**src/rtl/core/rps_pkg.sv**
```systemverilog
`timescale 1ns / 1ps
// ----------------------------------------------------------------------------
// rps_pkg: shared types and constants for the random permutation shuffle
// Field widths, reset values and the controller/datapath command and status
// structs.
// ----------------------------------------------------------------------------
package rps_pkg;

    localparam int NODE_COUNT_W      = 9;
    localparam int RANDOM_W          = 31;
    localparam int NODE_INDEX_W      = 8;
    localparam int DEFAULT_MAX_NODES = 256;

    localparam logic [NODE_COUNT_W-1:0] NODE_COUNT_RESET = 9'd256;

    // Controller to datapath.
    typedef struct packed {
        logic restart;   // configuration write: restart the clearing pass
        logic clr_step;  // write one identity entry
        logic accept;    // latch random word, start the modulo
        logic div_step;  // one restoring-modulo step
        logic rd_issue;  // read selected slot and top live slot
        logic wr_swap;   // move top entry into slot, load result
    } t_dp_cmd;

    // Datapath to controller.
    typedef struct packed {
        logic clr_last;  // clearing pass writes its final entry this cycle
        logic div_done;  // this modulo step is the final one
        logic is_last;   // current item empties the pool
        logic out_free;  // result register can take a new result
    } t_dp_status;

endpackage

```
**src/rtl/core/rps_if.sv**
```systemverilog
`timescale 1ns / 1ps
// ----------------------------------------------------------------------------
// rps_if: valid/ready channels of the random permutation shuffle
// Input channel carries the random word, output channel the node index.
// ----------------------------------------------------------------------------
interface rps_in_if;
    logic                         valid;
    logic                         ready;
    logic [rps_pkg::RANDOM_W-1:0] random_value;

    modport source (output valid, output random_value, input ready);
    modport sink   (input valid, input random_value, output ready);
endinterface

interface rps_out_if;
    logic                             valid;
    logic                             ready;
    logic [rps_pkg::NODE_INDEX_W-1:0] node_index;
    logic                             last_of_permutation;

    modport source (output valid, output node_index, output last_of_permutation,
                    input ready);
    modport sink   (input valid, input node_index, input last_of_permutation,
                    output ready);
endinterface

```
**src/rtl/core/rps_ctrl.sv**
```systemverilog
`timescale 1ns / 1ps
// ----------------------------------------------------------------------------
// rps_ctrl: sequencer of the random permutation shuffle
// Steps the datapath through clear, accept, modulo, read and swap.
// ----------------------------------------------------------------------------
module rps_ctrl (
    input  logic                i_clk,
    input  logic                i_rst_n,
    input  logic                i_cfg_wr_en,
    input  logic                i_in_valid,
    output logic                o_in_ready,
    input  rps_pkg::t_dp_status i_status,
    output rps_pkg::t_dp_cmd    o_cmd
);

    localparam logic [2:0] S_CLEAR = 3'd0;
    localparam logic [2:0] S_IDLE  = 3'd1;
    localparam logic [2:0] S_DIV   = 3'd2;
    localparam logic [2:0] S_READ  = 3'd3;
    localparam logic [2:0] S_WRITE = 3'd4;

    logic [2:0] r_state;
    logic [2:0] n_state;

    // Refuse items on a configuration write cycle.
    assign o_in_ready = (r_state == S_IDLE) && !i_cfg_wr_en;

    always_comb begin
        n_state       = r_state;
        o_cmd         = '0;
        o_cmd.restart = i_cfg_wr_en;
        unique case (r_state)
            S_CLEAR: begin
                if (!i_cfg_wr_en) begin
                    o_cmd.clr_step = 1'b1;
                    if (i_status.clr_last) begin
                        n_state = S_IDLE;
                    end
                end
            end
            S_IDLE: begin
                if (i_in_valid && o_in_ready) begin
                    o_cmd.accept = 1'b1;
                    n_state      = S_DIV;
                end
            end
            S_DIV: begin
                o_cmd.div_step = 1'b1;
                if (i_status.div_done) begin
                    n_state = S_READ;
                end
            end
            S_READ: begin
                o_cmd.rd_issue = 1'b1;
                n_state        = S_WRITE;
            end
            S_WRITE: begin
                // Hold here while the previous result is still waiting.
                if (i_status.out_free) begin
                    o_cmd.wr_swap = 1'b1;
                    n_state       = i_status.is_last ? S_CLEAR : S_IDLE;
                end
            end
            default: begin
                n_state = S_CLEAR;
            end
        endcase
        if (i_cfg_wr_en) begin
            n_state = S_CLEAR;
        end
    end

    always_ff @(posedge i_clk) begin
        if (!i_rst_n) begin
            r_state <= S_CLEAR;
        end else begin
            r_state <= n_state;
        end
    end

endmodule

```
**src/rtl/core/rps_datapath.sv**
```systemverilog
`timescale 1ns / 1ps
// ----------------------------------------------------------------------------
// rps_datapath: pool memory, modulo unit and result register
// Restoring modulo one bit per cycle, pool read, swap write and identity fill.
// ----------------------------------------------------------------------------
module rps_datapath #(
    parameter int MAX_NODES = rps_pkg::DEFAULT_MAX_NODES
) (
    input  logic                                i_clk,
    input  logic                                i_rst_n,
    input  logic                                i_cfg_wr_en,
    input  logic [rps_pkg::NODE_COUNT_W-1:0]    i_cfg_wr_data,
    input  logic [rps_pkg::RANDOM_W-1:0]        i_random_value,
    input  rps_pkg::t_dp_cmd                    i_cmd,
    output rps_pkg::t_dp_status                 o_status,
    output logic                                o_out_valid,
    input  logic                                i_out_ready,
    output logic [rps_pkg::NODE_INDEX_W-1:0]    o_node_index,
    output logic                                o_last_of_permutation
);

    localparam int CW = rps_pkg::NODE_COUNT_W;
    localparam int RW = rps_pkg::RANDOM_W;
    localparam int AW = (MAX_NODES > 1) ? $clog2(MAX_NODES) : 1;
    localparam int BW = $clog2(RW);

    logic [AW-1:0] pool [MAX_NODES];

    logic [CW-1:0] r_node_count;
    logic [CW-1:0] r_remaining;
    logic [CW-1:0] r_clr_cnt;
    logic [RW-1:0] r_random;
    logic [CW-1:0] r_rem;
    logic [BW-1:0] r_bit_cnt;
    logic [AW-1:0] r_rd_slot;
    logic [AW-1:0] r_rd_top;
    logic          r_out_valid;
    logic [rps_pkg::NODE_INDEX_W-1:0] r_node_index;
    logic          r_last;

    logic [CW-1:0] w_eff;
    logic [CW:0]   w_trial;
    logic [CW:0]   w_divisor;
    logic          w_remaining_bad;
    logic [AW-1:0] w_slot_addr;
    logic [AW-1:0] w_top_addr;
    logic [AW-1:0] w_clr_addr;

    // Zero acts as one, oversize saturates to the pool depth.
    always_comb begin
        if (r_node_count == '0) begin
            w_eff = CW'(1);
        end else if (32'(r_node_count) > 32'(MAX_NODES)) begin
            w_eff = CW'(MAX_NODES);
        end else begin
            w_eff = r_node_count;
        end
    end

    assign w_remaining_bad = (r_remaining == '0) || (r_remaining > w_eff);
    assign w_trial         = {r_rem, r_random[RW-1]};
    assign w_divisor       = {1'b0, r_remaining};
    assign w_slot_addr     = AW'(r_rem);
    assign w_top_addr      = AW'(r_remaining - CW'(1));
    assign w_clr_addr      = AW'(r_clr_cnt);

    assign o_status.clr_last = (r_clr_cnt == (w_eff - CW'(1)));
    assign o_status.div_done = (r_bit_cnt == '0);
    assign o_status.is_last  = (r_remaining == CW'(1));
    assign o_status.out_free = !r_out_valid || i_out_ready;

    assign o_out_valid           = r_out_valid;
    assign o_node_index          = r_node_index;
    assign o_last_of_permutation = r_last;

    // Pool memory: one write port, two registered read ports.
    always_ff @(posedge i_clk) begin
        if (i_cmd.clr_step) begin
            pool[w_clr_addr] <= w_clr_addr;
        end else if (i_cmd.wr_swap) begin
            pool[w_slot_addr] <= r_rd_top;
        end
        if (i_cmd.rd_issue) begin
            r_rd_slot <= pool[w_slot_addr];
            r_rd_top  <= pool[w_top_addr];
        end
    end

    // Control registers.
    always_ff @(posedge i_clk) begin
        if (!i_rst_n) begin
            r_node_count <= rps_pkg::NODE_COUNT_RESET;
            r_remaining  <= '0;
            r_clr_cnt    <= '0;
            r_bit_cnt    <= '0;
            r_out_valid  <= 1'b0;
        end else begin
            if (i_cfg_wr_en) begin
                r_node_count <= i_cfg_wr_data;
            end
            if (i_cmd.restart) begin
                r_clr_cnt <= '0;
            end else if (i_cmd.clr_step) begin
                r_clr_cnt <= r_clr_cnt + CW'(1);
                if (o_status.clr_last) begin
                    r_remaining <= w_eff;
                end
            end
            if (i_cmd.accept) begin
                r_bit_cnt <= BW'(RW - 1);
                if (w_remaining_bad) begin
                    r_remaining <= w_eff;
                end
            end else if (i_cmd.div_step) begin
                r_bit_cnt <= r_bit_cnt - BW'(1);
            end
            if (i_cmd.wr_swap) begin
                r_out_valid <= 1'b1;
                if (o_status.is_last) begin
                    r_clr_cnt <= '0;
                end else begin
                    r_remaining <= r_remaining - CW'(1);
                end
            end else if (i_out_ready) begin
                r_out_valid <= 1'b0;
            end
        end
    end

    // Payload registers: modulo and result.
    always_ff @(posedge i_clk) begin
        if (i_cmd.accept) begin
            r_random <= i_random_value;
            r_rem    <= '0;
        end else if (i_cmd.div_step) begin
            r_random <= {r_random[RW-2:0], 1'b0};
            if (w_trial >= w_divisor) begin
                r_rem <= CW'(w_trial - w_divisor);
            end else begin
                r_rem <= CW'(w_trial);
            end
        end
        if (i_cmd.wr_swap) begin
            r_node_index <= rps_pkg::NODE_INDEX_W'(r_rd_slot);
            r_last       <= o_status.is_last;
        end
    end

endmodule

```
**src/rtl/core/random_permutation_shuffle.sv**
```systemverilog
`timescale 1ns / 1ps
// ----------------------------------------------------------------------------
// random_permutation_shuffle: Fisher-Yates permutation generator
// Emits a random ordering of indices 0..n-1, n = node_count (0 as 1, at most
// MAX_NODES), one per random word, drawing from a shrinking on-chip pool.
// ----------------------------------------------------------------------------
//
//  channel   dir  handshake        payload
//  i_in      in   valid / ready    random_value[30:0]
//  o_out     out  valid / ready    node_index[7:0], last_of_permutation
//  cfg       in   i_cfg_wr_en      i_cfg_wr_data[8:0] = node_count
//
// Each transaction accepts the random word, runs the bit-serial modulo of it
// by the remaining count, reads the pool (both read ports), then swaps and
// loads the result register.
// After reset, after every node_count write and after the last index of a
// permutation, a clearing pass writes the identity order into the pool, one
// entry per cycle up to the effective count; no input is taken meanwhile.
// A stalled output holds the swap step until the result register frees; a
// new input is taken while a finished result still waits.
// ----------------------------------------------------------------------------
module random_permutation_shuffle #(
    parameter int MAX_NODES = rps_pkg::DEFAULT_MAX_NODES
) (
    input  logic                             i_clk,
    input  logic                             i_rst_n,
    input  logic                             i_cfg_wr_en,
    input  logic [rps_pkg::NODE_COUNT_W-1:0] i_cfg_wr_data,
    rps_in_if.sink                           i_in,
    rps_out_if.source                        o_out
);

    rps_pkg::t_dp_cmd    w_cmd;
    rps_pkg::t_dp_status w_status;
    logic                w_in_ready;
    logic                w_out_valid;
    logic [rps_pkg::NODE_INDEX_W-1:0] w_node_index;
    logic                w_last;

    // Sequencer: owns the input handshake, drives the datapath.
    rps_ctrl u_ctrl (
        .i_clk       (i_clk),
        .i_rst_n     (i_rst_n),
        .i_cfg_wr_en (i_cfg_wr_en),
        .i_in_valid  (i_in.valid),
        .o_in_ready  (w_in_ready),
        .i_status    (w_status),
        .o_cmd       (w_cmd)
    );

    // Datapath: node_count register, pool memory, modulo unit, result.
    rps_datapath #(
        .MAX_NODES (MAX_NODES)
    ) u_datapath (
        .i_clk                 (i_clk),
        .i_rst_n               (i_rst_n),
        .i_cfg_wr_en           (i_cfg_wr_en),
        .i_cfg_wr_data         (i_cfg_wr_data),
        .i_random_value        (i_in.random_value),
        .i_cmd                 (w_cmd),
        .o_status              (w_status),
        .o_out_valid           (w_out_valid),
        .i_out_ready           (o_out.ready),
        .o_node_index          (w_node_index),
        .o_last_of_permutation (w_last)
    );

    assign i_in.ready                = w_in_ready;
    assign o_out.valid               = w_out_valid;
    assign o_out.node_index          = w_node_index;
    assign o_out.last_of_permutation = w_last;

endmodule

```
**src/flat_wrapper.sv**
```systemverilog
// flat-port wrapper written by rule: the top's interface ports become plain ports
module random_permutation_shuffle_flat 
#(
    parameter int MAX_NODES = rps_pkg::DEFAULT_MAX_NODES
)
  (i_clk, i_rst_n, i_cfg_wr_en, i_cfg_wr_data, i_in_valid, i_in_random_value, i_in_ready, o_out_valid, o_out_node_index, o_out_last_of_permutation, o_out_ready);
  rps_in_if i_in_i ();
  rps_out_if o_out_i ();
  input  logic i_clk;
  input  logic i_rst_n;
  input  logic i_cfg_wr_en;
  input  logic [rps_pkg::NODE_COUNT_W-1:0] i_cfg_wr_data;
  input wire logic [$bits(i_in_i.valid)-1:0] i_in_valid;
  input wire logic [$bits(i_in_i.random_value)-1:0] i_in_random_value;
  output wire logic [$bits(i_in_i.ready)-1:0] i_in_ready;
  output wire logic [$bits(o_out_i.valid)-1:0] o_out_valid;
  output wire logic [$bits(o_out_i.node_index)-1:0] o_out_node_index;
  output wire logic [$bits(o_out_i.last_of_permutation)-1:0] o_out_last_of_permutation;
  input wire logic [$bits(o_out_i.ready)-1:0] o_out_ready;
  assign i_in_i.valid = i_in_valid;
  assign i_in_i.random_value = i_in_random_value;
  assign i_in_ready = i_in_i.ready;
  assign o_out_valid = o_out_i.valid;
  assign o_out_node_index = o_out_i.node_index;
  assign o_out_last_of_permutation = o_out_i.last_of_permutation;
  assign o_out_i.ready = o_out_ready;
  random_permutation_shuffle #(.MAX_NODES(MAX_NODES)) u_core (.i_clk(i_clk), .i_rst_n(i_rst_n), .i_cfg_wr_en(i_cfg_wr_en), .i_cfg_wr_data(i_cfg_wr_data), .i_in(i_in_i), .o_out(o_out_i));
endmodule
```
**config.mk**
```make
export PLATFORM = sky130hd
export DESIGN_NAME = random_permutation_shuffle_flat
export DESIGN_NICKNAME = d
export VERILOG_FILES = /design/src/rtl/core/rps_pkg.sv /design/src/rtl/core/rps_if.sv /design/src/rtl/core/rps_ctrl.sv /design/src/rtl/core/rps_datapath.sv /design/src/rtl/core/random_permutation_shuffle.sv /design/src/flat_wrapper.sv
export SDC_FILE = /design/constraint.sdc
export NUM_CORES = 2
export LEC_CHECK = 0
export ABC_CLOCK_PERIOD_IN_PS = 42600
export BUFFER_PORTS_ARGS = -buffer_cell sky130_fd_sc_hd__buf_2
export CAP_MARGIN = 20
export CORE_UTILIZATION = 50
export DETAILED_ROUTE_END_ITERATION = 12
export GPL_TIMING_DRIVEN = 0
export MAX_ROUTING_LAYER = met4
export PLACE_DENSITY = 0.68
export REMOVE_ABC_BUFFERS = 1
export SLEW_MARGIN = 20
export SYNTH_ARGS = -nofsm -noshare
export SYNTH_HDL_FRONTEND = slang
export SYNTH_SLANG_ARGS = --single-unit
```
**constraint.sdc**
```tcl
create_clock -name i_clk -period 42.6 [get_ports i_clk]
set_input_delay 2.13 -clock i_clk [delete_from_list [all_inputs] [get_ports i_clk]]
set_output_delay 2.13 -clock i_clk [all_outputs]
set_load 0.01 [all_outputs]
```
# Yosys cells after proc, flatten, opt, wreduce, memory -nomap -nowiden
# Memory sizes are Yosys's and may differ from the RTL's. A register that Yosys moved wholly into a read port is not among the register bits.
# Index checks and enable logic that the tools add are counted.
[totals] reg_bits=85 out_inout_bits=11 inputBits=45 n_memories=1 elab_cells=89 ramBits=2048
[classes] magnitude_cmp=3 bitwise=1 add_sub_neg=5 muxes=42 n_eq_ne=10 reduce_logical=16
[mem_list] memory="u_core.u_datapath.pool" depth=256 width=8 rd=2 rd_ports_with_merged_regs=2 write_ports=1 line_no="rps_datapath.sv:27" rtl="logic [AW-1:0] pool [MAX_NODES];"
[ops] cell="$mux W9" count=14
[ops] cell="$mux W31" count=2
[ops] cell="$logic_not A9 Y1" count=2
[ops] cell="$sub A9 B1 Y9 const B" count=2
[ops] cell="$mux W1" count=17
[ops] cell="$mux W8" count=2
[ops] cell="$pmux W3 S5" count=1
[ops] cell="$mux W3" count=4
[ops] cell="$ge A10 B9 Y1" count=1
[ops] cell="$mux W5" count=2
[ops] cell="$add A9 B1 Y9 const B" count=1
[ops] cell="$eq A9 B1 Y1 const B" count=1
[ops] cell="$eq A9 B9 Y1" count=1
[ops] cell="$gt A9 B9 Y1" count=1
[ops] cell="$gt A9 B9 Y1 const B" count=1
[ops] cell="$sub A9 B9 Y9" count=1
[ops] cell="$reduce_or A8 Y1" count=1
[ops] cell="$eq A3 B2 Y1 const B" count=2
[ops] cell="$ne A2 B2 Y1 const B" count=3
[ops] cell="$logic_not A5 Y1" count=1
[ops] cell="$sub A5 B1 Y5 const B" count=1
[ops] cell="$reduce_and A4 Y1" count=1
[ops] cell="$reduce_bool A2 Y1" count=2
[ops] cell="$reduce_or A2 Y1" count=2
[ops] cell="other kinds (8)" count=11

# Depth between registers and ports, before layout
[depth] ltp_word=12 mapped_depth=15

# Cells and area by module
# Synthesis repeated with hierarchy kept, for this count alone.
[hier_totals] hier_cells=4743 area_unflattened_um2=100254.9
[by_module_without_submodules] mod="rps_datapath" area_per_inst_um2=100029.7 cells_per_inst=4718 seq_area_each_um2=64021.4 n_inst=1
[by_module_without_submodules] mod="rps_ctrl" area_per_inst_um2=225.2 cells_per_inst=25 seq_area_each_um2=60.1 n_inst=1

# Worst setup path after synthesis
# OpenSTA, ideal clock, no wires.
[synth_timing] kind="input -> register" start="in o_out_ready" end="mem u_core.u_datapath.pool[0][1] in the netlist's numbering, data pin" slack_ps=27365 arrival_time_ps=13038 required_time_ps=40403 n_path_buf=2 cell_stages=6 setup_ps=2197 cell_sequence="nor2b_1 -> nand2b_1 -> inv_2 -> clkbuf_1 -> buf_1 -> o21ai_0"
[synth_lines] item="from (decl)" line_no="flat_wrapper.sv:19" rtl="input wire logic [$bits(o_out_i.ready)-1:0] o_out_ready;"
[synth_lines] item="to (decl)" line_no="rps_datapath.sv:27"

# Worst setup path after layout
[layout_timing] start="in o_out_ready" end="mem u_core.u_datapath.pool[128][7] in the netlist's numbering, enable pin"
[layout_via] elab_chain_len=8 word_cells_on_any_way=9
[layout_rtl] item="$logic_or A1 B1 Y1 (*)" line_no="rps_datapath.sv:70" rtl="assign o_status.out_free = !r_out_valid || i_out_ready;"
[layout_rtl] item="$mux W1 (*)" line_no="rps_ctrl.sv:59" rtl="if (i_status.out_free) begin"
[layout_rtl] item="$mux W1 (*)" line_no="rps_ctrl.sv:32" rtl="unique case (r_state)"
[layout_rtl] item="$mux W1 (*)" line_no="rps_datapath.sv:80" rtl="end else if (i_cmd.wr_swap) begin"
[layout_rtl] item="$mux W1 (*)" line_no="rps_datapath.sv:78" rtl="if (i_cmd.clr_step) begin"
[layout_rtl] item="$mux W1 (implied by the code) (*)" line_no="rps_datapath.sv:81" rtl="pool[w_slot_addr] <= r_rd_top;"
[layout_rtl] item="$reduce_or A8 Y1 (no source line)"
[layout_rtl] item="$mux W8 (no source line) or $mux W1 (tied branches)"
# Every way passes the cells marked *; elsewhere a longest branch is shown, timed or not.

==> run metrics <==
DRT antenna net count=0; Clock power frac=0.435; via count=54458; clock skew=0.04555 ns; DRT Pass-1 Iters=5; P_leak=34.55 nW; RSZ-0062 raised after global routing=no; gr usage total=0.2868; Clock transition at path regs=0.06 ns; WP data arrival=6.36 ns; Logic pwr share=0.032; Die Area=a little over 200000 µm²; fmax=0.1691 GHz; wire per inst=approximately 36 µm; Syn. warnings=0; count of cell types in the netlist=68; vias in the first global route=53583; fillers=14258; FF+latch count, synth=2149; total power=4.308 mW; Period minus WS final=between 5 and 6 ns; Die Ht=449.7 µm; outcome=complete, no violations; peak supply drop=0.03304 mV; hold buffers post-CTS=0; Pins Over Slew Limit=0; Tightest Pin Transition=1.139 ns; Top FF cell, synth=edfxtp_1; worst min path class=reg -> reg; Die Wd=about 450 µm; Worst Setup SP=o_out_ready; CTS Buf Count=approximately 220; post-CTS resize count=0; post-CTS setup buffers=0; initial antenna violation count=6; Async S/R FF share, synth=0; Port Buffers=55; synthesized area=100200 µm²; Power per Cell Area=38.09 nW/µm²; CTS tree=yes; CTS max path bufs=3; period utilisation layout=0.1389; core area=approximately 200000 µm²; slew margin rel.=0.2379; # setup viols final=0; aggregate routed wire length=280.1 mm; Int Pwr=around 3.4 mW; Initial Util=0.5055; global placement routability congestion=0.8245; nets@finish=4934; Max-Cap Viols=0; Sum Neg Setup Slack=0 ns; I/O pin cnt=56; crit path max fanout=39; design area=113100 µm²; fraction of layout cells with a size suffix above 1=0.3812; sequential-to-total area share from yosys stat=0.6395; Remaining Overflow, GRT=0; Net Sw Power=0.8890 mW; Clock Latency Late Sink=0.86 ns; sequential fraction of design power=0.533; Area Growth Syn to Fin=12.88%; Core Rows=163; crit path kind=in -> reg; Hold Vio Cnt, Final=0; DRC violations left=0; EDFF count, synth=2104; placed cells=7283; clk sinks=2149; hold wc startpoint=u_core.u_datapath.r_rd_slot[7]; maximum number of pins on one net before global-route repair=81; DRT iter0 DRCs=around 8200; Worst EP required=43.05 ns; Final HPWL DP=184.2 mm; commonest non-fill, non-tap cells in the layout=edfxtp_1, mux4_2, nor2_1; H-tree depth=4; first-pass GRT wire length=402.4 mm; Root Buffer=clkbuf_16; Syn Area/Cell=20.86 µm²; synthesized instance count=around 4800; CP startpoint kind=primary input; DP Area=106200 µm²; post-route insts no fill=slightly below 8000; Reg2Reg Launch Point=u_core.u_datapath.r_remaining[0]; Setup crit end kind=flip-flop; Net Sw Frac=0.2063; DR vias/cell=7.080; most common cell after layout, fill and taps aside=edfxtp_1
==> worst max-delay path, cell delays in order <==
cell and delay, ns:
buf_2 0.10, nor2b_1 0.26, nand2b_2 0.60, inv_2 0.56, o31ai_1 0.77, nand2_2 0.61
buf_16 0.37, nor2_1 0.88
==> kinds of logic after synthesis <==
| kind of cell | synth area share |
|---|---|
| AND/OR/NAND/NOR | 0.02630 |
| buffers and inverters | 0.01756 |
| AO/OA/AOI/OAI | 0.01630 |
| XOR/XNOR | 0.003022 |
| adder cells (fa/ha/maj) | 0.003197 |
| multiplexers | 0.2941 |
| flip-flops | 0.6395 |
==> area by class of cell <==
cell class	instances	area (µm²)	area share
antenna	10	25.02	0.0002212
inverter	30	117.6	0.001040
timing repair buffer	220	3915	0.03461
tap	2640	3303	0.02920
clock inverter	127	1116	0.009868
sequential	2149	64100	0.5668
clock buffer	269	5741	0.05075
multi-input combinational	2247	34780	0.3075
==> power by group through the flow <==
| stage | clock network, mW | registers (mW) | logic [mW] |
|---|---|---|---|
| after floorplan | 0 | 2.36 | 0.129 |
| after global placement | 0 | 2.38 | 0.196 |
| after detailed placement | 0 | 2.34 | 0.137 |
| after CTS | 1.89 | 2.30 | 0.138 |
| after global routing | 1.96 | 2.30 | 0.144 |
| final | 1.87 | 2.30 | 0.138 |
==> flip-flops by register name, summed over array words and instances (netlist names) <==
signal	flops
u_core.u_datapath.pool	2048
u_core.u_datapath.r_node_count	9
u_core.u_datapath.r_clr_cnt	9
u_core.u_datapath.r_remaining	9
u_core.u_datapath.r_rem	9
u_core.u_datapath.r_bit_cnt	5
u_core.u_datapath.r_rd_top	8
u_core.u_datapath.o_node_index	8
u_core.u_datapath.o_out_valid	1
u_core.u_ctrl.r_state	3
u_core.u_datapath.o_last_of_permutation	1
u_core.u_datapath.r_random	31
u_core.u_datapath.r_rd_slot	8
==> Yosys cell counts, types with 11 or more instances <==
| library cell | n | share of area |
|---|---|---|
| mux4_2 | 1280 | 0.29 |
| clkbuf_1 | 204 | 0.0076 |
| edfxtp_1 | 2104 | 0.63 |
| xnor2_1 | 24 | 0.0021 |
| a22o_1 | 16 | 0.0014 |
| a221oi_1 | 17 | 0.0015 |
| mux2i_1 | 64 | 0.0064 |
| nand3_1 | 24 | 0.0012 |
| a22oi_1 | 56 | 0.0042 |
| o21ai_0 | 32 | 0.0016 |
| nor2b_1 | 20 | 0.0012 |
| a21oi_1 | 43 | 0.0021 |
| nor2_1 | 305 | 0.011 |
| dfxtp_1 | 45 | 0.0090 |
| a211oi_1 | 14 | 0.0010 |
| inv_1 | 26 | 0.00097 |
| buf_1 | 34 | 0.0013 |
| ha_1 | 24 | 0.0030 |
| buf_4 | 11 | 0.00082 |
| nand2_1 | 197 | 0.0074 |
| buf_2 | 125 | 0.0062 |
==> stage by stage <==
| stage | hold slack (ns) | utilization | worst slack [ns] |
|---|---|---|---|
| floorplan | 0.4003 | - | 7.576 |
| global placement | 0.4042 | 0.5152 | -17.04 |
| detailed placement | 0.4073 | 0.5355 | 35.13 |
| CTS | 0.4272 | 0.5701 | 36.01 |
| global route | 0.4351 | 0.5705 | 36.65 |
| finish | 0.4258 | 0.5706 | 36.68 |
==> path summary, 6_finish.rpt <==
check                                            to  slack, ns  cells past startpoint
setup / recovery     u_core.u_datapath.pool[128][7]      36.68                      8
hold / removal    u_core.u_datapath.o_node_index[7]       0.43                      0
hold reg to reg   u_core.u_datapath.o_node_index[7]       0.43                      0
setup reg to reg      u_core.u_datapath.r_rd_top[7]      37.03                     11
==> per-layer routing <==
layer	share of wire	global-route usage	up-vias
met4	0.039	0.1019	0
met3	0.11	0.05905	481
met5	0	-	-
met1	0.39	0.4057	29439
met2	0.47	0.4171	3443
li1	-	-	21095
Note: power is estimated with default switching activity, not from simulation.
